$ cat src/rtl/sevuf_pkg.sv
// shared types, constants and codes of the species evidence filter
`default_nettype none

package sevuf_pkg;

    // field widths fixed by the item format
    localparam int SP_W      = 10;
    localparam int SCORE_W   = 16;
    localparam int CFG_W     = 16;
    localparam int OUT_CNT_W = 32;
    localparam int CFG_IDX_W = 2;

    // default sizing
    localparam int DEF_SPECIES_SLOTS = 1024;
    localparam int DEF_COUNT_BITS    = 32;

    // opcodes
    localparam logic OP_ACCUMULATE = 1'b0;
    localparam logic OP_DECIDE     = 1'b1;

    // configuration register indexes
    localparam logic [CFG_IDX_W-1:0] CFG_MIN_STRONG_SCORE = 2'd0;
    localparam logic [CFG_IDX_W-1:0] CFG_MIN_STRONG_READS = 2'd1;
    localparam logic [CFG_IDX_W-1:0] CFG_MIN_UNIQUE_READS = 2'd2;
    localparam logic [CFG_IDX_W-1:0] CFG_TIE_RATIO        = 2'd3;

    // configuration reset values (q1.15 where a score or ratio)
    localparam logic [CFG_W-1:0] RST_MIN_STRONG_SCORE = 16'd22938;
    localparam logic [CFG_W-1:0] RST_MIN_STRONG_READS = 16'd3;
    localparam logic [CFG_W-1:0] RST_MIN_UNIQUE_READS = 16'd2;
    localparam logic [CFG_W-1:0] RST_TIE_RATIO        = 16'd32440;

    typedef struct packed {
        logic               opcode;
        logic [SP_W-1:0]    species_index;
        logic [SCORE_W-1:0] hit_score;
        logic               first_of_read;
        logic               last_of_read;
    } t_in_item;

    typedef struct packed {
        logic                 present;
        logic                 keep;
        logic                 pass_evidence;
        logic                 pass_unique;
        logic [OUT_CNT_W-1:0] occurrence_count;
        logic [OUT_CNT_W-1:0] strong_count;
        logic [OUT_CNT_W-1:0] unique_count;
        logic [SCORE_W-1:0]   best_score;
    } t_out_item;

    // controller to datapath
    typedef struct packed {
        logic clr_step;
        logic latch_in;
        logic rd_pend;
        logic rd_main;
        logic wr_credit;
        logic wr_main;
        logic load_out;
    } t_dp_cmd;

    // datapath to controller
    typedef struct packed {
        logic op_decide;
        logic first;
        logic pending;
        logic out_free;
        logic clr_done;
    } t_dp_sts;

endpackage

`default_nettype wire

$ cat src/rtl/sevuf_ctrl.sv
// sequencing of table clear, read-modify-write and decide result
`default_nettype none

module sevuf_ctrl (
    input  wire logic                i_clk,
    input  wire logic                i_rst_n,
    input  wire logic                i_in_valid,
    output logic                     o_in_ready,
    input  wire sevuf_pkg::t_dp_sts  i_sts,
    output sevuf_pkg::t_dp_cmd       o_cmd
);
    import sevuf_pkg::*;

    typedef enum logic [2:0] {
        ST_CLEAR,
        ST_IDLE,
        ST_ISSUE,
        ST_WR_CREDIT,
        ST_RD_MAIN,
        ST_WR_MAIN,
        ST_DEC_OUT
    } t_state;

    t_state r_state;
    t_state n_state;
    logic   credit_path;

    // runner-up of a pending top: settle the top's credit first
    assign credit_path = !i_sts.op_decide && !i_sts.first && i_sts.pending;

    always_comb begin
        n_state    = r_state;
        o_cmd      = '0;
        o_in_ready = 1'b0;
        unique case (r_state)
            ST_CLEAR: begin
                o_cmd.clr_step = 1'b1;
                if (i_sts.clr_done) begin
                    n_state = ST_IDLE;
                end
            end
            ST_IDLE: begin
                o_in_ready = 1'b1;
                if (i_in_valid) begin
                    o_cmd.latch_in = 1'b1;
                    n_state        = ST_ISSUE;
                end
            end
            ST_ISSUE: begin
                if (credit_path) begin
                    o_cmd.rd_pend = 1'b1;
                    n_state       = ST_WR_CREDIT;
                end else begin
                    o_cmd.rd_main = 1'b1;
                    n_state       = i_sts.op_decide ? ST_DEC_OUT : ST_WR_MAIN;
                end
            end
            ST_WR_CREDIT: begin
                o_cmd.wr_credit = 1'b1;
                n_state         = ST_RD_MAIN;
            end
            ST_RD_MAIN: begin
                o_cmd.rd_main = 1'b1;
                n_state       = ST_WR_MAIN;
            end
            ST_WR_MAIN: begin
                o_cmd.wr_main = 1'b1;
                n_state       = ST_IDLE;
            end
            ST_DEC_OUT: begin
                if (i_sts.out_free) begin
                    o_cmd.load_out = 1'b1;
                    n_state        = ST_IDLE;
                end
            end
            default: begin
                n_state = ST_IDLE;
            end
        endcase
    end

    always_ff @(posedge i_clk) begin
        if (!i_rst_n) begin
            r_state <= ST_CLEAR;
        end else begin
            r_state <= n_state;
        end
    end

    a_load_when_free: assert property (@(posedge i_clk) disable iff (!i_rst_n)
        o_cmd.load_out |-> i_sts.out_free)
        else $error("result loaded over an untaken result");

    a_one_item_at_a_time: assert property (@(posedge i_clk) disable iff (!i_rst_n)
        (i_in_valid && o_in_ready) |=> !o_in_ready)
        else $error("input taken while an item is in progress");

    a_credit_after_issue: assert property (@(posedge i_clk) disable iff (!i_rst_n)
        (r_state == ST_WR_CREDIT) |-> ($past(r_state) == ST_ISSUE))
        else $error("credit write not preceded by its read");

endmodule

`default_nettype wire

$ cat config.mk
export PLATFORM = sky130hd
export DESIGN_NAME = sevuf_ctrl
export DESIGN_NICKNAME = d
export VERILOG_FILES = /design/src/rtl/sevuf_pkg.sv /design/src/rtl/sevuf_ctrl.sv
export SDC_FILE = /design/constraint.sdc
export NUM_CORES = 1
export LEC_CHECK = 0
export BUFFER_PORTS_ARGS = -buffer_cell sky130_fd_sc_hd__buf_2
export CORE_AREA = 2 2 39 41
export CTS_CLUSTER_SIZE = 24
export DETAILED_ROUTE_END_ITERATION = 8
export DIE_AREA = 0 0 41 43
export HOLD_SLACK_MARGIN = 0.08
export PLACE_DENSITY_LB_ADDON = 0.05
export RECOVER_POWER = 50
export SLEW_MARGIN = 15
export SYNTH_ARGS = -nofsm -noshare
export SYNTH_HDL_FRONTEND = slang
export SYNTH_SLANG_ARGS = --single-unit
export TNS_END_PERCENT = 10
$ cat constraint.sdc
create_clock -name i_clk -period 2.9 [get_ports i_clk]
set_input_delay 0.435 -clock i_clk [delete_from_list [all_inputs] [get_ports i_clk]]
set_output_delay 0.435 -clock i_clk [all_outputs]
set_load 0.02 [all_outputs]
* After elaboration in Yosys (flattened, before gate mapping) *
Cells that the tools add are included.

cells by class
  reductions and logical operators = 6
  multiplexer cells = 18
  eq/ne operators = 9

operator list
  cell                                            count
  case mux 3 bit (6 select lines)                 1
  two-way mux 3 bit                               4
  two-way mux 1 bit                               11
  == test 3 bit (second input constant)           3
  == test 3 x 2 -> 1 bit (second input constant)  2
  != test 2 bit (second input constant)           3
  == test 3 x 1 -> 1 bit (second input constant)  1
  zero test 3 bit                                 1
  AND reduction 3 bit                             1
  logical AND 1 bit                               2
  zero test 1 bit                                 2
  two-way mux 2 bit                               1
  case mux 1 bit (2 select lines)                 1

storage, ports and cells
  input port bits = 8
  output and inout port bits = 8
  register bits = 3

* Longest topological paths before layout *
Gate-level depths: netlist (run 1).

  word-level depth = 5
  mapped depth = 4

* Worst setup path before layout (run 1) *
OpenSTA, ideal clock, no wires.

  path kind = input -> output
  start point = in i_sts[3] (netlist name)
  end point = out o_cmd[4] (netlist name)
  slack = 1,300 ps
  path buffers = 0
  stages on the path = 2
  arrival = 1,165 ps
  cells stage by stage = or3b_4 -> nor3b_2

RTL lines
  element          RTL line          RTL
  start, declared  sevuf_ctrl.sv:9   input wire sevuf_pkg::t_dp_sts i_sts,
  end, declared    sevuf_ctrl.sv:10  output sevuf_pkg::t_dp_cmd o_cmd

==> results of run 1 <==
==> worst max-delay path by stage <==
stage | cells past startpoint | slack [ns] | from | to
finish | 3 | 1.09 | r_state[1] | o_cmd[4]
global route | 3 | 0.95 | r_state[1] | o_cmd[4]
CTS | 3 | 1.08 | r_state[0] | o_cmd[5]
detailed placement | 5 | 1.17 | i_sts[3] | o_cmd[3]
global placement | 5 | 1.18 | i_sts[3] | o_cmd[3]
floorplan | 2 | 1.30 | i_sts[3] | o_cmd[4]
==> worst max-delay path: cells and delay by family (launching register included) <==
family	cells	cell delay, ns
buffers and inverters	1	0.18
and+or+nand+nor	2	0.51
DFF	1	0.46
==> metrics by stage <==
step | util | power, W | worst slack [ns]
5_1_grt | 0.255 | 0.000184 | 0.946
3_3_place_gp | 0.244 | 0.000101 | 1.18
6_report | 0.255 | 0.000170 | 1.09
2_1_floorplan | - | 0.0000874 | 1.30
3_5_place_dp | 0.244 | 0.000102 | 1.17
4_1_cts | 0.263 | 0.000178 | 1.08
==> layout by cell type (no fill, tap or decap), drive strengths merged, types with 2 or more instances in the layout <==
| cell | instances |
|---|---|
| and2 | 2 |
| nand2 | 3 |
| nor3b | 2 |
| clkbuf | 5 |
| a21oi | 3 |
| nor3 | 4 |
| buf | 14 |
| o21ai | 2 |
| dfxtp | 3 |
| inv | 2 |
| nor2b | 3 |
==> power breakdown <==
part | internal, W | leakage (nW) | switching, W
Sequential | 0.0000452 | 0.0246 | 0.00000947
Combinational | 0.0000176 | 0.139 | 0.0000257
Clock | 0.0000515 | 0.0150 | 0.0000202
==> Yosys cell counts, drive strengths merged <==
library cell,number
a211oi,1
a21oi,3
and2,2
buf,3
dfxtp,3
inv,2
nand2,3
nand3,1
nor2,1
nor2b,3
nor3,4
nor3b,2
o211a,1
o211ai,1
o21ai,2
o31a,1
or3,1
or3b,1
==> kinds of logic after synthesis <==
group,after synthesis,synth area share
buffers and inverters,5,0.117
flip-flops,3,0.225
AO/OA/AOI/OAI,9,0.221
AND/OR/NAND/NOR,18,0.437
==> metal layers <==
metal,GRT usage,up-vias,part of all wire
met3,0.0471,0,0.096
met2,0.131,13,0.47
met1,0.134,135,0.43
li1,-,156,-
met5,0,-,0
met4,0.0200,0,0
==> layout make-up <==
class | count | area [µm²] | share of cell area
inverters | 2 | 7.51 | 0.0213
repair buffers | 15 | 73.8 | 0.209
multi-input cells | 27 | 165 | 0.468
flip-flops and latches | 3 | 60.1 | 0.170
clock buffers | 4 | 26.3 | 0.0745
well taps | 16 | 20.0 | 0.0567
==> reports/qor.csv, run 1 <==
metric,value,unit
status,completed,
"top cells by area, synth","dfxtp_1 23%, nor3_1 7.5%, a21oi_1 5.6%, nor2b_4 5.2%, and2_1 4.7%",
sequential element share of the synthesized area,0.225,
DIE WIDTH,41,µm
Syn Area/Cell,7.61,µm²
post-route minimum period,1.81,ns
skew final,0.00243,ns
Inst Count DP,63,
worst vdd ir,211,µV
CTS Hold Buffers Added,0,
Yosys Warn Count,0,
synth unique cells,22,
hold slack,0.466,ns
DIE AREA,1760,µm²
Antenna diodes,0,
"slowest stage delay, CP",0.46,ns
clk slew on worst S/H paths,0.04,ns
HPWL Detailed,558,µm
critical path class,reg2out,
synthesis-to-layout area growth,32.4,%
Layout Cell Area excl Fill,353,µm²
Synth Cell Area,267,µm²
worst path arrival time,1.38,ns
Hold Crit Class,in2reg,
worst hold stages,3,
vias in the first global route,287,
"critical path fanouts, max",9,
Worst Hold End,r_state[0],
Core Rows,14,
post-synth top area share,0.225,
Iteration-0 DRC Markers,4,
FF-to-FF path depth,3,
crit-path cells,nor2b_1 > nor3b_2 > buf_2,
placed cell areas,338,µm²
Reg with most FFs,r_state,
Worst-Margin Slew,0.393,ns
largest net degree at the start of global routing,13,
Post-DRT Antenna Nets,0,
Slew headroom,0.738,
initial antenna violation count,0,
drt via density,4.54,
GRT Util Overall,0.0962,
# DRC,0,
Pwr Density,481,nW/µm²
"Req. time, crit path",2.47,ns
fin cells,67,
Setup-failing EPs final,0,
GRT overflow,0,
Clock Sinks,3,
vias,304,
Routed WL,689,µm
post-CTS resize count,0,
Startpoint Class,register,
Final period util,0.625,
endpoint type of the worst setup path,output port,
first-pass GRT wire length,1.19,mm
Mapped Cells,35,
Fin. Hold Viols,0,
max-slew violations,0,
RSZ-0062 raised after global routing,false,
FF-to-FF setup slack,1.69,ns
setup TNS,0,ns
FILL cells,167,
Post-CTS Setup Bufs,0,
Worst-Skew Late Latency,0.23,ns
NumNets Final,60,
max-cap viol count,0,
Max Freq,0.552,GHz
LEAKAGE,0.179,nW
Initial Utilization,0.193,
CTS buffer count,3,
wire per inst,10.3,µm
clk buf depth,2,
Synth Register Bits,3,
r2r endpoint,r_state[1],
Die Ht,43,µm
RD Place Congestion,0.717,
clk root buf,clkbuf_4,
CTS tree,done,
layout cells sized above 1,0.353,
CP max-delay cell,dfxtp_1,
biggest regs,r_state (3),
total core area,1380,µm²
hold path startpoint,i_rst_n,
1st-pass router iterations,2,
reg2reg start,r_state[0],
max reg flops,3,
port bufs,15,
syn_nets,43,
cell taking the most area after synthesis,dfxtp_1,
I/O pins,16,
H-tree Lvls,1,
No activity file was read; power rests on OpenSTA's default activity.
==> inputs of run 2 (changes only) <==
- clock period: 2.9 -> 1.75 ns (I/O delays scaled with it)
==> run 2 against run 1 <==
Net effect:
- utilization is 0.63 points higher
- die area unchanged
- wire length decreased by 2.0%
- critical path type unchanged
==> reports/qor.csv, run 2 (synthesis results as in run 1) <==
metric,value,unit,change
status,completed,,
post-CTS resize count,0,,unchanged
Fin. Hold Viols,0,,unchanged
"critical path fanouts, max",12,,+3
drt via density,4.46,,-1.6%
CTS tree,done,,
first-pass GRT wire length,1.10,mm,-7.5%
GRT overflow,0,,unchanged
Post-DRT Antenna Nets,0,,unchanged
clk slew on worst S/H paths,0.04,ns,about the same
clk root buf,clkbuf_4,,
1st-pass router iterations,1,,-1
LEAKAGE,0.177,nW,-1.1%
Reg with most FFs,r_state,,
port bufs,15,,unchanged
RSZ-0062 raised after global routing,false,,
Startpoint Class,register,,
Die Ht,43,µm,unchanged
Pwr Density,789,nW/µm²,+64%
Hold Crit Class,in2reg,,
synthesis-to-layout area growth,35.7,%,
crit-path cells,nand2_1 > nor3_1 > buf_2,,
Register Area,60.1,µm²,unchanged
NumNets Final,60,,unchanged
Routed WL,675,µm,-2.0%
Iteration-0 DRC Markers,0,,-4
DIE WIDTH,41,µm,unchanged
Core Rows,14,,unchanged
Max Freq,0.615,GHz,
setup TNS,0,ns,unchanged
layout cells sized above 1,0.373,,+0.0196
Inst Count DP,63,,unchanged
overall power,0.000285,W,+68%
most frequent cells in the layout,"13 x buf_2, 4 x nor3_1",,
skew final,0.00249,ns,+0.0000591 ns
worst vdd ir,468,µV,+120%
Antenna diodes,0,,unchanged
I/O pins,16,,unchanged
GRT met1 Usage,0.121,,-0.0128
DIE AREA,1760,µm²,unchanged
Worst-Skew Late Latency,0.23,ns,about the same
GRT Util Overall,0.0892,,-0.00701
critical path class,reg2out,,
fin cells,67,,unchanged
Slew headroom,0.749,,+0.0115
Setup-failing EPs final,0,,unchanged
met2 usage,0.122,,-0.00938
CP max-delay cell,dfxtp_1,,
# DRC,0,,unchanged
max-cap viol count,0,,unchanged
CTS buffer count,3,,unchanged
Worst-Margin Slew,0.376,ns,-0.0172 ns
"slowest stage delay, CP",0.54,ns,+0.08 ns
Post-CTS Setup Bufs,0,,unchanged
worst path arrival time,1.36,ns,-0.02 ns
"Req. time, crit path",1.49,ns,-0.98 ns
clk buf depth,2,,unchanged
largest net degree at the start of global routing,13,,unchanged
HPWL Detailed,551,µm,-1.3%
FILL cells,170,,+1.8%
Multi-input gate area,175,µm²,+6.1%
initial antenna violation count,0,,unchanged
total core area,1380,µm²,unchanged
met3 Use GR,0.0471,,unchanged
biggest regs,r_state (3),,
"Most Used Layer, Global Route",met2,,
Clock Sinks,3,,unchanged
CTS Hold Buffers Added,0,,unchanged
Initial Utilization,0.193,,unchanged
endpoint type of the worst setup path,output port,,
post-route minimum period,1.63,ns,
max reg flops,3,,unchanged
H-tree Lvls,1,,unchanged
Final period util,0.929,,
wire per inst,10.1,µm,-2.0%
max-slew violations,0,,unchanged
vias,299,,-1.6%
"most common cell after layout, fill and taps aside",buf_2,,
vias in the first global route,287,,unchanged
RD Place Congestion,0.720,,+0.46%
## run 2: through the flow
step	hold WS, ns	util	area [µm²]	setup WS [ns]
5_1_grt	0.292	0.261	362	0.0498
4_1_cts	0.271	0.263	364	0.111
3_3_place_gp	0.525	0.244	338	0.378
6_report	0.281	0.261	362	0.124
2_1_floorplan	0.376	-	267	0.430
3_5_place_dp	0.522	0.244	338	0.364
## run 2: power by group
part / internal [W] / switching (W) / total (W) / leakage (nW)
registers: 0.0000748 / 0.0000163 / 0.0000911 / 0.0246
clock network: 0.0000854 / 0.0000359 / 0.000121 / 0.0150
logic: 0.0000307 / 0.0000421 / 0.0000728 / 0.137
## run 2: layout make-up
cell class / count / area share
Clock buffer: 4 / 0.0727
Inverter: 2 / 0.0208
Timing Repair Buffer: 15 / 0.201
Sequential cell: 3 / 0.166
Tap cell: 16 / 0.0554
Multi-Input combinational cell: 27 / 0.484
## run 2: metal layers
metal / part of all wire / vias up
li1: - / 157
met1: 0.49 / 133
met2: 0.45 / 9
met3: 0.056 / 0
met4: 0 / 0
met5: 0 / -
## run 2: path summary, 6_finish.rpt
kind,to,slack [ns],depth (start not counted),from
max,o_cmd[5],0.12,3,r_state[0]
min,r_state[0],0.28,3,i_rst_n
max reg2reg,r_state[1],0.56,3,r_state[0]
min reg2reg,r_state[2],0.61,2,r_state[2]
## run 2: worst max-delay path: cells and delay by family (launching register included)
kind / cells / cell delay [ns]
buf+inv: 1 / 0.22
flops: 1 / 0.54
simple gates: 2 / 0.37
==> inputs of run 3 (changes only) <==
- ABC_CLOCK_PERIOD_IN_PS: not set -> 1750
- GPL_ROUTABILITY_DRIVEN: not set -> 0
- REMOVE_ABC_BUFFERS: not set -> 1
==> run 3 against run 2 <==
Net effect:
- first-iteration DRC count grew 3
- total power grew 0.33%
- non-clock buffer count did not move
- critical path type unchanged
==> reports/qor.csv, run 3 (synthesis results as in run 1) <==
metric,value,unit,change
Flop pwr share,0.320,,about the same
Slew headroom,0.734,,-0.0155
total core area,1380,µm²,unchanged
CTS buffer count,3,,unchanged
overall power,0.000286,W,+0.33%
sw power,0.0000945,W,+0.22%
Clock Sinks,3,,unchanged
endpoint type of the worst setup path,output port,,
clk root buf,clkbuf_4,,
Worst-Skew Late Latency,0.23,ns,about the same
max-cap viol count,0,,unchanged
initial antenna violation count,0,,unchanged
Iteration-0 DRC Markers,3,,+3
skew final,0.00197,ns,-0.000518 ns
vias in the first global route,282,,-1.7%
met2 routed WL,323,µm,+5.6%
reg2reg start,r_state[0],,
drt via density,4.22,,-5.4%
post-route minimum period,1.59,ns,-0.0399 ns
Worst-Margin Slew,0.399,ns,+0.0232 ns
LEAKAGE,0.176,nW,-0.43%
Comb power frac,0.256,,about the same
layout cells sized above 1,0.373,,unchanged
Routed WL,696,µm,+3.1%
CTS Hold Buffers Added,0,,unchanged
# DRC,0,,unchanged
Setup-failing EPs final,0,,unchanged
Worst Slack Setup Final,0.164,ns,+0.0399 ns
Max Used Layer,met3,,
Met1 Routed Length,334,µm,+1.2%
hold slack,0.285,ns,+0.00410 ns
Clk network pwr share,0.425,,about the same
Max Freq,0.630,GHz,+2.5%
Post-CTS Setup Bufs,0,,unchanged
H-tree Lvls,1,,unchanged
port bufs,15,,unchanged
Post-Place Worst Slack,0.354,ns,-0.00983 ns
Pwr Density,791,nW/µm²,+0.33%
CTS tree,done,,
Layout Cell Area excl Fill,362,µm²,unchanged
"most common cell after layout, fill and taps aside",buf_2,,
Reg with most FFs,r_state,,
max-slew violations,0,,unchanged
first-pass GRT wire length,1.12,mm,+1.8%
biggest regs,r_state (3),,
DIE AREA,1760,µm²,unchanged
hold path startpoint,i_rst_n,,
GRT Util Overall,0.0903,,+0.00109
worst path arrival time,1.32,ns,-0.04 ns
setup TNS,0,ns,unchanged
Startpoint Class,register,,
max reg flops,3,,unchanged
clk slew on worst S/H paths,0.04,ns,about the same
worst vdd ir,290,µV,-38%
clk buf depth,2,,unchanged
HPWL Detailed,544,µm,-1.2%
Post-DRT Antenna Nets,0,,unchanged
DIE WIDTH,41,µm,unchanged
Die Ht,43,µm,unchanged
Antenna diodes,0,,unchanged
Final period util,0.906,,-0.0228
"critical path fanouts, max",12,,unchanged
GRT overflow,0,,unchanged
Int Power,0.000192,W,+0.38%
Core Rows,14,,unchanged
RSZ-0062 raised after global routing,false,,
Fin. Hold Viols,0,,unchanged
placed cell areas,338,µm²,unchanged
"Req. time, crit path",1.49,ns,about the same
NumNets Final,60,,unchanged
Setup crit start,r_state[0],,
wire per inst,10.4,µm,+3.1%
I/O pins,16,,unchanged
largest net degree at the start of global routing,13,,unchanged
vias,283,,-5.4%
Initial Utilization,0.193,,unchanged
1st-pass router iterations,2,,+1
critical path class,reg2out,,
post-CTS resize count,0,,unchanged
Hold Crit Class,in2reg,,
most frequent cells in the layout,"13 x buf_2, 4 x nor3_1",,
synthesis-to-layout area growth,35.7,%,unchanged
Switching Fraction,0.330,,-0.000342
status,completed,,
WL met3,37,µm,-2.6%
==> run 3: cell counts in the layout (fill, tap and decap cells not counted) <==
Identical to the previous run, type by type.
==> run 3: final timing paths <==
kind	end	slack, ns	cells past startpoint
hold / removal	r_state[0]	0.29	3
hold reg to reg	r_state[2]	0.62	2
setup / recovery	o_cmd[5]	0.16	3
setup reg to reg	r_state[1]	0.54	3
==> run 3: power groups by stage <==
stage	sequential [W]	clock, W	combinational (W)
global route	0.0000939	0.000135	0.0000808
CTS	0.0000918	0.000129	0.0000762
finish	0.0000915	0.000122	0.0000732
floorplan	0.0000879	0	0.0000491
global placement	0.0000928	0	0.0000754
detailed placement	0.0000931	0	0.0000760
==> run 3: worst max-delay path, cell delays in order, from the launching register on <==
cell,delay [ns]
dfxtp_1,0.55
nand2_1,0.13
nor3_1,0.20
buf_2,0.21
==> run 3: final cells by class <==
cell class	instances	area, µm²
fill	177	1020
multi-input combinational	27	175
sequential	3	60.1
clock buffer	4	26.3
tap	16	20.0
timing repair buffer	15	72.6
inverter	2	7.51
==> run 3: layer usage <==
layer / up-vias / track usage
met2: 8 / 0.116
met3: 0 / 0.0314
met1: 121 / 0.131
met4: 0 / 0.0400
met5: - / 0
li1: 154 / -
==> run 3: through the flow <==
step           instances  utilization
3_5_place_dp          63        0.244
3_3_place_gp          63        0.244
2_1_floorplan         32            -
6_report              67        0.261
5_1_grt               67        0.261
4_1_cts               67        0.263
